$ cat config.mk
export PLATFORM = sky130hd
export DESIGN_NAME = http_header_field_tokenizer_unit
export DESIGN_NICKNAME = d
export VERILOG_FILES = /design/src/design/htf_pkg.sv /design/src/design/htf_step.sv /design/src/design/http_header_field_tokenizer_unit.sv
export SDC_FILE = /design/constraint.sdc
export NUM_CORES = 1
export LEC_CHECK = 0
export BUFFER_PORTS_ARGS = -buffer_cell sky130_fd_sc_hd__buf_4
export CAP_MARGIN = 40
export CORE_MARGIN = 1
export CORE_UTILIZATION = 55
export CTS_CLUSTER_SIZE = 12
export DETAILED_ROUTE_END_ITERATION = 6
export HOLD_SLACK_MARGIN = 0.12
export PLACE_DENSITY_LB_ADDON = 0.2
export SLEW_MARGIN = 30
export SYNTH_ARGS = -nofsm -noshare
export SYNTH_HDL_FRONTEND = slang
export SYNTH_HIERARCHICAL = 1
export SYNTH_SLANG_ARGS = --single-unit
$ cat constraint.sdc
create_clock -name clk -period 6.05 [get_ports clk]
set_input_delay 0.605 -clock clk [delete_from_list [all_inputs] [get_ports clk]]
set_output_delay 0.605 -clock clk [all_outputs]
set_load 0.05 [all_outputs]
$ cat src/design/htf_pkg.sv
package htf_pkg;

  localparam int LENGTH_BITS = 12;
  localparam int KEY_LEN_W   = 12;
  localparam int VAL_W       = 13;
  localparam int PHASE_W     = 4;

  localparam logic [LENGTH_BITS-1:0] KEY_CAP = {LENGTH_BITS{1'b1}};
  localparam logic [VAL_W-1:0]       VALUE_LIMIT_RESET = VAL_W'(256);

  // parse phases
  localparam logic [PHASE_W-1:0] PH_START  = 4'd0;
  localparam logic [PHASE_W-1:0] PH_KEY    = 4'd1;
  localparam logic [PHASE_W-1:0] PH_COLON  = 4'd2;
  localparam logic [PHASE_W-1:0] PH_SPACE  = 4'd3;
  localparam logic [PHASE_W-1:0] PH_VALUE  = 4'd4;
  localparam logic [PHASE_W-1:0] PH_CR     = 4'd5;
  localparam logic [PHASE_W-1:0] PH_LF     = 4'd6;
  localparam logic [PHASE_W-1:0] PH_END_CR = 4'd7;
  localparam logic [PHASE_W-1:0] PH_BODY   = 4'd8;
  localparam logic [PHASE_W-1:0] PH_ERROR  = 4'd9;

  localparam logic [7:0] CH_COLON = 8'h3A;
  localparam logic [7:0] CH_SPACE = 8'h20;
  localparam logic [7:0] CH_CR    = 8'h0D;
  localparam logic [7:0] CH_LF    = 8'h0A;

  localparam logic [1:0] ROLE_DELIM = 2'd0;
  localparam logic [1:0] ROLE_KEY   = 2'd1;
  localparam logic [1:0] ROLE_VALUE = 2'd2;
  localparam logic [1:0] ROLE_BODY  = 2'd3;

  localparam logic [1:0] EV_NONE  = 2'd0;
  localparam logic [1:0] EV_FIELD = 2'd1;
  localparam logic [1:0] EV_END   = 2'd2;
  localparam logic [1:0] EV_ERROR = 2'd3;

  typedef struct packed {
    logic [PHASE_W-1:0]     phase;
    logic [LENGTH_BITS-1:0] key_count;
    logic [VAL_W-1:0]       value_count;
    logic [1:0]             role;
    logic [1:0]             event_res;
    logic [KEY_LEN_W-1:0]   key_length;
    logic [VAL_W-1:0]       value_length;
  } htf_step_t;

  // reported key length saturates at the width of the key_length field
  function automatic logic [KEY_LEN_W-1:0] key_len_sat(input logic [LENGTH_BITS-1:0] cnt);
    logic [31:0] wide;
    wide = 32'(cnt);
    if (wide > 32'({KEY_LEN_W{1'b1}})) begin
      key_len_sat = {KEY_LEN_W{1'b1}};
    end else begin
      key_len_sat = wide[KEY_LEN_W-1:0];
    end
  endfunction

endpackage

$ cat src/design/htf_step.sv
module htf_step (
  input  logic [htf_pkg::PHASE_W-1:0]     phase,
  input  logic [htf_pkg::LENGTH_BITS-1:0] key_count,
  input  logic [htf_pkg::VAL_W-1:0]       value_count,
  input  logic [htf_pkg::VAL_W-1:0]       value_limit,
  input  logic [7:0]                      data_byte,
  input  logic                            new_request,
  output htf_pkg::htf_step_t              step
);
  import htf_pkg::*;

  logic [PHASE_W-1:0]     ph;
  logic [LENGTH_BITS-1:0] kc;
  logic [VAL_W-1:0]       vc;
  logic                   is_eol;

  assign is_eol = data_byte inside {CH_CR, CH_LF};

  always_comb begin
    // a new request restarts before the byte is handled
    ph = new_request ? PH_START : phase;
    kc = new_request ? '0 : key_count;
    vc = new_request ? '0 : value_count;

    step = '0;
    step.phase       = ph;
    step.key_count   = kc;
    step.value_count = vc;
    step.role        = ROLE_DELIM;
    step.event_res   = EV_NONE;

    case (ph)
      PH_START: begin
        if (!is_eol) begin
          step.phase     = PH_KEY;
          step.key_count = LENGTH_BITS'(1);
          step.role      = ROLE_KEY;
        end
      end
      PH_KEY: begin
        if (data_byte == CH_COLON) begin
          step.phase = (kc == '0) ? PH_ERROR : PH_COLON;
        end else if (is_eol) begin
          step.phase = PH_ERROR;
        end else begin
          if (kc != KEY_CAP) begin
            step.key_count = kc + LENGTH_BITS'(1);
          end
          step.role = ROLE_KEY;
        end
      end
      PH_COLON: begin
        step.phase = (data_byte == CH_SPACE) ? PH_SPACE : PH_ERROR;
      end
      PH_SPACE: begin
        // the first value byte is taken whatever it is
        step.phase       = PH_VALUE;
        step.value_count = VAL_W'(1);
        step.role        = ROLE_VALUE;
      end
      PH_VALUE: begin
        if (data_byte == CH_CR) begin
          step.phase = PH_CR;
        end else if (vc >= value_limit) begin
          step.phase = PH_ERROR;
        end else begin
          step.value_count = vc + VAL_W'(1);
          step.role        = ROLE_VALUE;
        end
      end
      PH_CR: begin
        if (data_byte == CH_LF) begin
          step.phase        = PH_LF;
          step.event_res    = EV_FIELD;
          step.key_length   = key_len_sat(kc);
          step.value_length = vc;
        end else begin
          step.phase = PH_ERROR;
        end
      end
      PH_LF: begin
        if (data_byte == CH_CR) begin
          step.phase = PH_END_CR;
        end else begin
          step.phase     = PH_KEY;
          step.key_count = LENGTH_BITS'(1);
          step.role      = ROLE_KEY;
        end
      end
      PH_END_CR: begin
        if (data_byte == CH_LF) begin
          step.phase     = PH_BODY;
          step.event_res = EV_END;
        end else begin
          step.phase = PH_ERROR;
        end
      end
      PH_BODY: begin
        step.role = ROLE_BODY;
      end
      default: begin
        step.phase = PH_ERROR;
      end
    endcase

    // errors are sticky and blank the result
    if (step.phase == PH_ERROR) begin
      step.role         = ROLE_DELIM;
      step.event_res    = EV_ERROR;
      step.key_length   = '0;
      step.value_length = '0;
    end
  end

endmodule

$ cat src/design/http_header_field_tokenizer_unit.sv
// HTTP header tokenizer: takes one header byte per item and returns one result item per byte,
// echoing the byte with its role (key, value, body or delimiter) and an event (field done with
// its key and value lengths, end of headers on the final LF, or a sticky error that holds until
// an item with new_request set). A byte is accepted every cycle unless a held result stalls it;
// each one passes through an input register and the parse step into the result register, and
// the only loop is the phase and counter update. The user must write value_limit through
// cfg_wr_en / cfg_wr_data only while no item is in flight; the block itself does not enforce it.
module http_header_field_tokenizer_unit (
  input  logic                      clk,
  input  logic                      rst,
  input  logic                      cfg_wr_en,
  input  logic [htf_pkg::VAL_W-1:0] cfg_wr_data,
  input  logic                      in_valid,
  output logic                      in_ready,
  input  logic [7:0]                data_byte,
  input  logic                      new_request,
  output logic                      out_valid,
  input  logic                      out_ready,
  output logic [7:0]                echo_byte,
  output logic [1:0]                role,
  output logic [1:0]                event_res,
  output logic [htf_pkg::KEY_LEN_W-1:0] key_length,
  output logic [htf_pkg::VAL_W-1:0] value_length
);
  import htf_pkg::*;

  logic [VAL_W-1:0]       value_limit;
  logic [PHASE_W-1:0]     phase;
  logic [LENGTH_BITS-1:0] key_count;
  logic [VAL_W-1:0]       value_count;

  logic       in_vld;
  logic [7:0] in_byte;
  logic       in_new;

  logic       out_free;
  logic       advance;
  htf_step_t  step;

  assign out_free = !out_valid || out_ready;
  assign advance  = in_vld && out_free;
  assign in_ready = !in_vld || out_free;

  always_ff @(posedge clk) begin
    if (rst) begin
      value_limit <= VALUE_LIMIT_RESET;
    end else if (cfg_wr_en) begin
      value_limit <= cfg_wr_data;
    end
  end

  // input register
  always_ff @(posedge clk) begin
    if (rst) begin
      in_vld <= 1'b0;
    end else if (in_ready) begin
      in_vld <= in_valid;
    end
  end

  always_ff @(posedge clk) begin
    if (in_ready && in_valid) begin
      in_byte <= data_byte;
      in_new  <= new_request;
    end
  end

  htf_step u_step (
    .phase       (phase),
    .key_count   (key_count),
    .value_count (value_count),
    .value_limit (value_limit),
    .data_byte   (in_byte),
    .new_request (in_new),
    .step        (step)
  );

  // parse state moves only when the item goes into the result register
  always_ff @(posedge clk) begin
    if (rst) begin
      phase       <= PH_START;
      key_count   <= '0;
      value_count <= '0;
    end else if (advance) begin
      phase       <= step.phase;
      key_count   <= step.key_count;
      value_count <= step.value_count;
    end
  end

  // result register
  always_ff @(posedge clk) begin
    if (rst) begin
      out_valid <= 1'b0;
    end else if (out_free) begin
      out_valid <= in_vld;
    end
  end

  always_ff @(posedge clk) begin
    if (advance) begin
      echo_byte    <= in_byte;
      role         <= step.role;
      event_res    <= step.event_res;
      key_length   <= step.key_length;
      value_length <= step.value_length;
    end
  end

  // a completed field always has at least one value byte
  a_field_has_value: assert property (@(posedge clk) disable iff (rst)
    out_valid && event_res == EV_FIELD |-> value_length != '0)
    else $error("field reported with empty value");

  a_lengths_only_on_field: assert property (@(posedge clk) disable iff (rst)
    out_valid && event_res != EV_FIELD |-> key_length == '0 && value_length == '0)
    else $error("lengths reported without a completed field");

  a_error_role: assert property (@(posedge clk) disable iff (rst)
    out_valid && event_res == EV_ERROR |-> role == ROLE_DELIM)
    else $error("error item carries a non-delimiter role");

  a_state_holds_on_stall: assert property (@(posedge clk) disable iff (rst)
    !advance |=> $stable(phase) && $stable(key_count) && $stable(value_count))
    else $error("parse state moved without an item");

endmodule
# Word level (Yosys, flattened, before mapping)
# Index checks and enable logic that the tools add are counted.
[totals] reg_bits=90 input_bits=27
[op_classes] n_lt_le_gt_ge=1 bitwise=2 n_reduce_logical=10 n_mux=29 addsub=2 n_eq_ne=14
[ops] cell="12-bit two-way mux" count=5
[ops] cell="12-bit case mux with 3 select lines" count=1
[ops] cell="4-bit case mux with 9 select lines" count=1
[ops] cell="4-bit two-way mux" count=8
[ops] cell="15-bit two-way mux" count=2
[ops] cell="26-bit two-way mux" count=1
[ops] cell="13-bit case mux with 2 select lines" count=1
[ops] cell="4-bit by 3-bit == test with 1-bit output (second input constant)" count=4
[ops] cell="8-bit by 4-bit == test with 1-bit output (second input constant)" count=2
[ops] cell="8-bit by 6-bit == test with 1-bit output (second input constant)" count=2
[ops] cell="16-bit two-way mux" count=1
[ops] cell="13-bit by 1-bit adder with 13-bit output (second input constant)" count=1
[ops] cell="13-bit >= comparator" count=1
[ops] cell="13-bit two-way mux" count=1
[ops] cell="12-bit by 1-bit adder with 12-bit output (second input constant)" count=1
[ops] cell="12-bit zero test" count=1
[ops] cell="12-bit inequality test (second input constant)" count=1
[ops] cell="2-bit case mux with 6 select lines" count=1
[ops] cell="4-bit by 2-bit == test with 1-bit output (second input constant)" count=2
[ops] cell="4-bit == test (second input constant)" count=2
[ops] cell="4-bit by 1-bit == test with 1-bit output (second input constant)" count=1
[ops] cell="4-bit zero test" count=1
[ops] cell="2-bit two-way mux" count=2
[ops] cell="2-bit case mux with 2 select lines" count=1
[ops] cell="8 further kinds" count=14

# Logic depth before layout (Yosys ltp)
[logic_depth] depth_word=7 mapped_depth=16 mapped_depth_nobuf=12

# Modules after synthesis
# The synthesis kept the hierarchy.
[modules_own_cells] mod="http_header_field_tokenizer_unit" instances=1 area_each_um2=3260.6 cells_per_inst=225
[modules_own_cells] mod="htf_step" instances=1 area_each_um2=1969.4 cells_per_inst=322

# Worst setup path before layout
# OpenSTA, ideal clock, no wires.
[synth_timing] path_kind="register -> register" start="reg in_new" end="reg key_count[11]" arrival_time_ns=2.800 stages_incl_launch_ff=17 period_less_slack_ns=2.871 n_path_buf=4 slack_ns=3.179 cell_sequence="edfxtp_1 buf_6 clkbuf_1 clkinv_1 clkbuf_1 nand2_1 inv_1 ha_1 nand2_1 nor3_1 a211oi_1 buf_2 nand3_1 or3b_1 o21ai_0 nand2b_1 mux2i_1"
[synth_rtl] element="from (decl)" line_no="http_header_field_tokenizer_unit.sv:34" text="logic in_new;"
[synth_rtl] element="from (signal assigned)" line_no="http_header_field_tokenizer_unit.sv:64" text="in_new <= new_request;"
[synth_rtl] element="to (signal assigned)" line_no="http_header_field_tokenizer_unit.sv:86" text="key_count <= step.key_count;"
[synth_rtl] element="to (decl)" line_no="http_header_field_tokenizer_unit.sv:29" text="logic [LENGTH_BITS-1:0] key_count;"

==> summary.txt <==
================================================================================
Count of nets left with antenna violations after detail routing ...            0
Critical path startpoint category .................................         flop
CTS sink count ....................................................           90
Final Cycle Share .................................................        0.618
Cell with the largest stage delay on the worst path ...............     edfxtp_1
Endpoint arrival time on the critical path ........................      3960 ps
Number of antenna violations at the first check in global routing .            0
Overall die area ..................................................    9900 um^2
Via count normalized by instance count ............................         5.66
Vertical extent of the die ........................................      99.5 um
Synthesized netlist net count .....................................          587
Crit. End Element .................................................         flop
Number of antenna repair diodes ...................................            0
Stage delay of the slowest cell on the critical path ..............       660 ps
Total placed cells including tap cells ............................          711
Placed instance area ..............................................    5750 um^2
First-pass GRT wire length ........................................     18400 um
CTS clock-pin slew for the worst setup and hold paths .............       100 ps
Number of synthesized register bits ...............................           90
TritonCTS clock tree ..............................................          yes
Number of buffers between clock root and the deepest sink .........            2
Psw ...............................................................       334 uW
Share of cells above drive strength 1 .............................        0.180
Total iterations of the first detailed-routing run ................            4
CTS Buf Count .....................................................            9
Total overflow reported by the global router ......................            0
Ports .............................................................           66
Mean instance size in the synthesized netlist .....................    9.56 um^2
Library cells used by synthesis ...................................           69
Core area .........................................................    9240 um^2
Via count of the first global-routing pass ........................         3621
Number of hold-repair buffers added at the cts stage ..............            0
Area Growth Syn to Fin ............................................        14.8%
Post-route minimum period .........................................      3740 ps
Fraction of registers with async set or reset after synthesis .....            0
Required time of the critical path ................................      6280 ps
Initial cell density of the core ..................................        0.566
Fmax achieved .....................................................    0.268 GHz
I/O Buffers .......................................................           65
Number of gates resized after CTS .................................            0
Final Wtd Congestion ..............................................        0.953
Critical Path Fanout Max ..........................................           17
Library cell with the largest summed area after synthesis .........     edfxtp_1
Proportion of total power due to net switching ....................        0.250
Peak supply drop ..................................................       124 uV
Post-Layout Cell Count ............................................          728
Count of maximum capacitance violations ...........................            0
Final-report hold violation count .................................            0
Post-CTS Setup Inserts ............................................            0
Number of DRC violations after detailed routing ...................            0
CTS root buffer ...................................................     clkbuf_8
Number of setup violations in the final report ....................            0
Pin count of the biggest net entering global routing ..............           74
Prevailing post-synth register cell ...............................     edfxtp_1
Instance count of the mapped netlist ..............................          547
Placed wire-length estimate .......................................      8300 um
Largest cells by area after synthesis ............................. edfxtp_1, dfxtp_1, mux2i_1, nand2b_1, nand2_1
Combinational fraction of design power ............................        0.116
Worst clock skew ..................................................      19.3 ps
Average wire length per cell after detail routing .................      15.9 um
Slew Limit Fails ..................................................            0
Power share of the clock group ....................................        0.376
Worst rel slew slack ..............................................        0.507
Part of the Yosys area used for sequential elements ...............        0.433
Outcome ........................................................... finished clean
Critical path class ...............................................      reg2reg
DIE WIDTH .........................................................      99.5 um
List of cells traversed by the critical path ...................... clkinv_1 > nand2_1 > ha_1 > nor2b_1 > maj3_2 > a211o_1 > a211oi_4 > nor2_1 > mux2_2 > nand2b_1 > mux2i_1
Routed wire length ................................................     11500 um
Maximum level of the CTS H-tree ...................................            3
Worst hold-check path type ........................................       in2reg
Actual transition at the worst max-transition pin .................       738 ps
Net count reported at finish ......................................          634
Relative contribution of sequential cells to total power ..........        0.508
Via total after detailed routing ..................................         4122
EDFF count, synth .................................................           46
Non-Filler Cell Area, Final .......................................    6000 um^2
Cell-internal power ...............................................       999 uW
Fraction of post-synthesis cell area in the top cell type by area .        0.264
FP Rows ...........................................................           35
All-layer global routing usage ....................................        0.238
Leak ..............................................................   0.00222 uW
Detailed router's first-iteration violation count .................          329
Worst skew pair latency ...........................................       370 ps
Setup repair after global routing missed its margin ...............        false
Number of synthesis warnings ......................................            6
Setup_tns .........................................................         0 ps
Power density relative to cell area ...............................  222 nW/um^2
Post-synthesis cell area ..........................................    5230 um^2
================================================================================
cell type report:
type                       count  area (um^2)
clock buffer                   9          124
clock inverter                 7          123
fill                         722         3240
inverter                      21         78.8
multi-input combinational    401         2690
sequential                    90         2260
tap                          129          161
timing repair buffer          71          561
layout by cell type, fill, tap and decap left out, types with 14 or more instances in the layout:
cell / synthesis / routed
and2_1: 15 / 15
buf_4: 2 / 69
dfxtp_1: 44 / 44
edfxtp_1: 46 / 46
inv_1: 20 / 20
mux2i_1: 51 / 51
nand2_1: 48 / 48
nand2b_1: 59 / 59
nor2_1: 44 / 44
nor2b_1: 18 / 18
o21ai_0: 14 / 14
per-layer routing:
layer / track usage / routed length (um) / vias up
li1: - / - / 2015
met1: 0.356 / 5690 / 1966
met2: 0.359 / 5160 / 132
met3: 0.0330 / 585 / 9
met4: 0.0690 / 112 / 0
met5: 0 / 0 / -
Yosys cell counts (2+ instances only):
master and instances:
xnor2_1 5, ha_1 13, a2bb2oi_1 2, nor3_1 12
edfxtp_1 46, o22ai_1 3, a22oi_1 2, inv_1 20
or3_1 2, mux2i_1 51, buf_12 3, a21o_1 3
mux2_2 4, nor3b_1 4, nand4b_1 2, or2_2 5
o41ai_1 2, nand3_1 11, o21ai_0 14, and3_1 4
a211oi_1 2, o31ai_1 4, o21bai_1 2, nand4_1 9
nand2_1 48, and2_1 15, dfxtp_1 44, a211o_1 2
a31oi_1 4, a21oi_1 14, nand2b_4 2, o21a_1 4
buf_6 2, nand2b_1 59, nor2b_1 18, buf_2 6
nor2_1 44, clkbuf_1 22, buf_4 2, nor4_1 7
registers in the layout (all words and copies together), names as in the netlist:
register,flops
value_length,13
event_res,2
echo_byte,8
key_length,12
phase,4
value_count,13
role,2
in_new,1
key_count,12
out_valid,1
in_byte,8
value_limit,13
in_vld,1
metrics by stage:
step / total power, uW / hold WS [ps] / worst slack, ps / util
after floorplan: 802 / 444 / 3180 / -
after global placement: 839 / 456 / 1950 / 0.617
after detailed placement: 846 / 471 / 2420 / 0.622
after CTS: 1340 / 400 / 2380 / 0.649
after global routing: 1380 / 398 / 2120 / 0.650
final: 1330 / 407 / 2310 / 0.650
final timing paths:
path | start | to | slack [ps] | cells past startpoint
max | in_new | value_count[0] | 2310 | 11
max reg2reg | in_new | value_count[0] | 2310 | 11
min reg2reg | value_count[12] | value_count[12] | 480 | 2
min | new_request | in_new | 410 | 1
power groups by stage:
stage	registers, uW	logic [uW]	clock network, uW
3_5_place_dp	691	155	0
6_report	677	155	501
4_1_cts	677	155	510
5_1_grt	680	165	534
2_1_floorplan	728	74.6	0
3_3_place_gp	692	147	0
cell families (layout without fill, tap and decap cells):
logic type                 count (synthesis)  in the layout  synth area share
buffers and inverters                     56            108            0.0553
muxes                                     55             55             0.106
AOI/OAI and AO/OA                         71             71            0.0945
xor gates and xnor gates                   6              6            0.0100
and+or+nand+nor                          254            254             0.266
adders and majority gates                 15             15            0.0352
DFF                                       90             90             0.433
worst max-delay path: cells and delay by family, from the launching register on:
family                     cells  cell delay, ps
adders and majority gates      2             450
AOI/OAI and AO/OA              2             900
DFF                            1             660
and+or+nand+nor                4             630
muxes                          2             380
buffers and inverters          1             560
(Power assumes the default switching activity.)
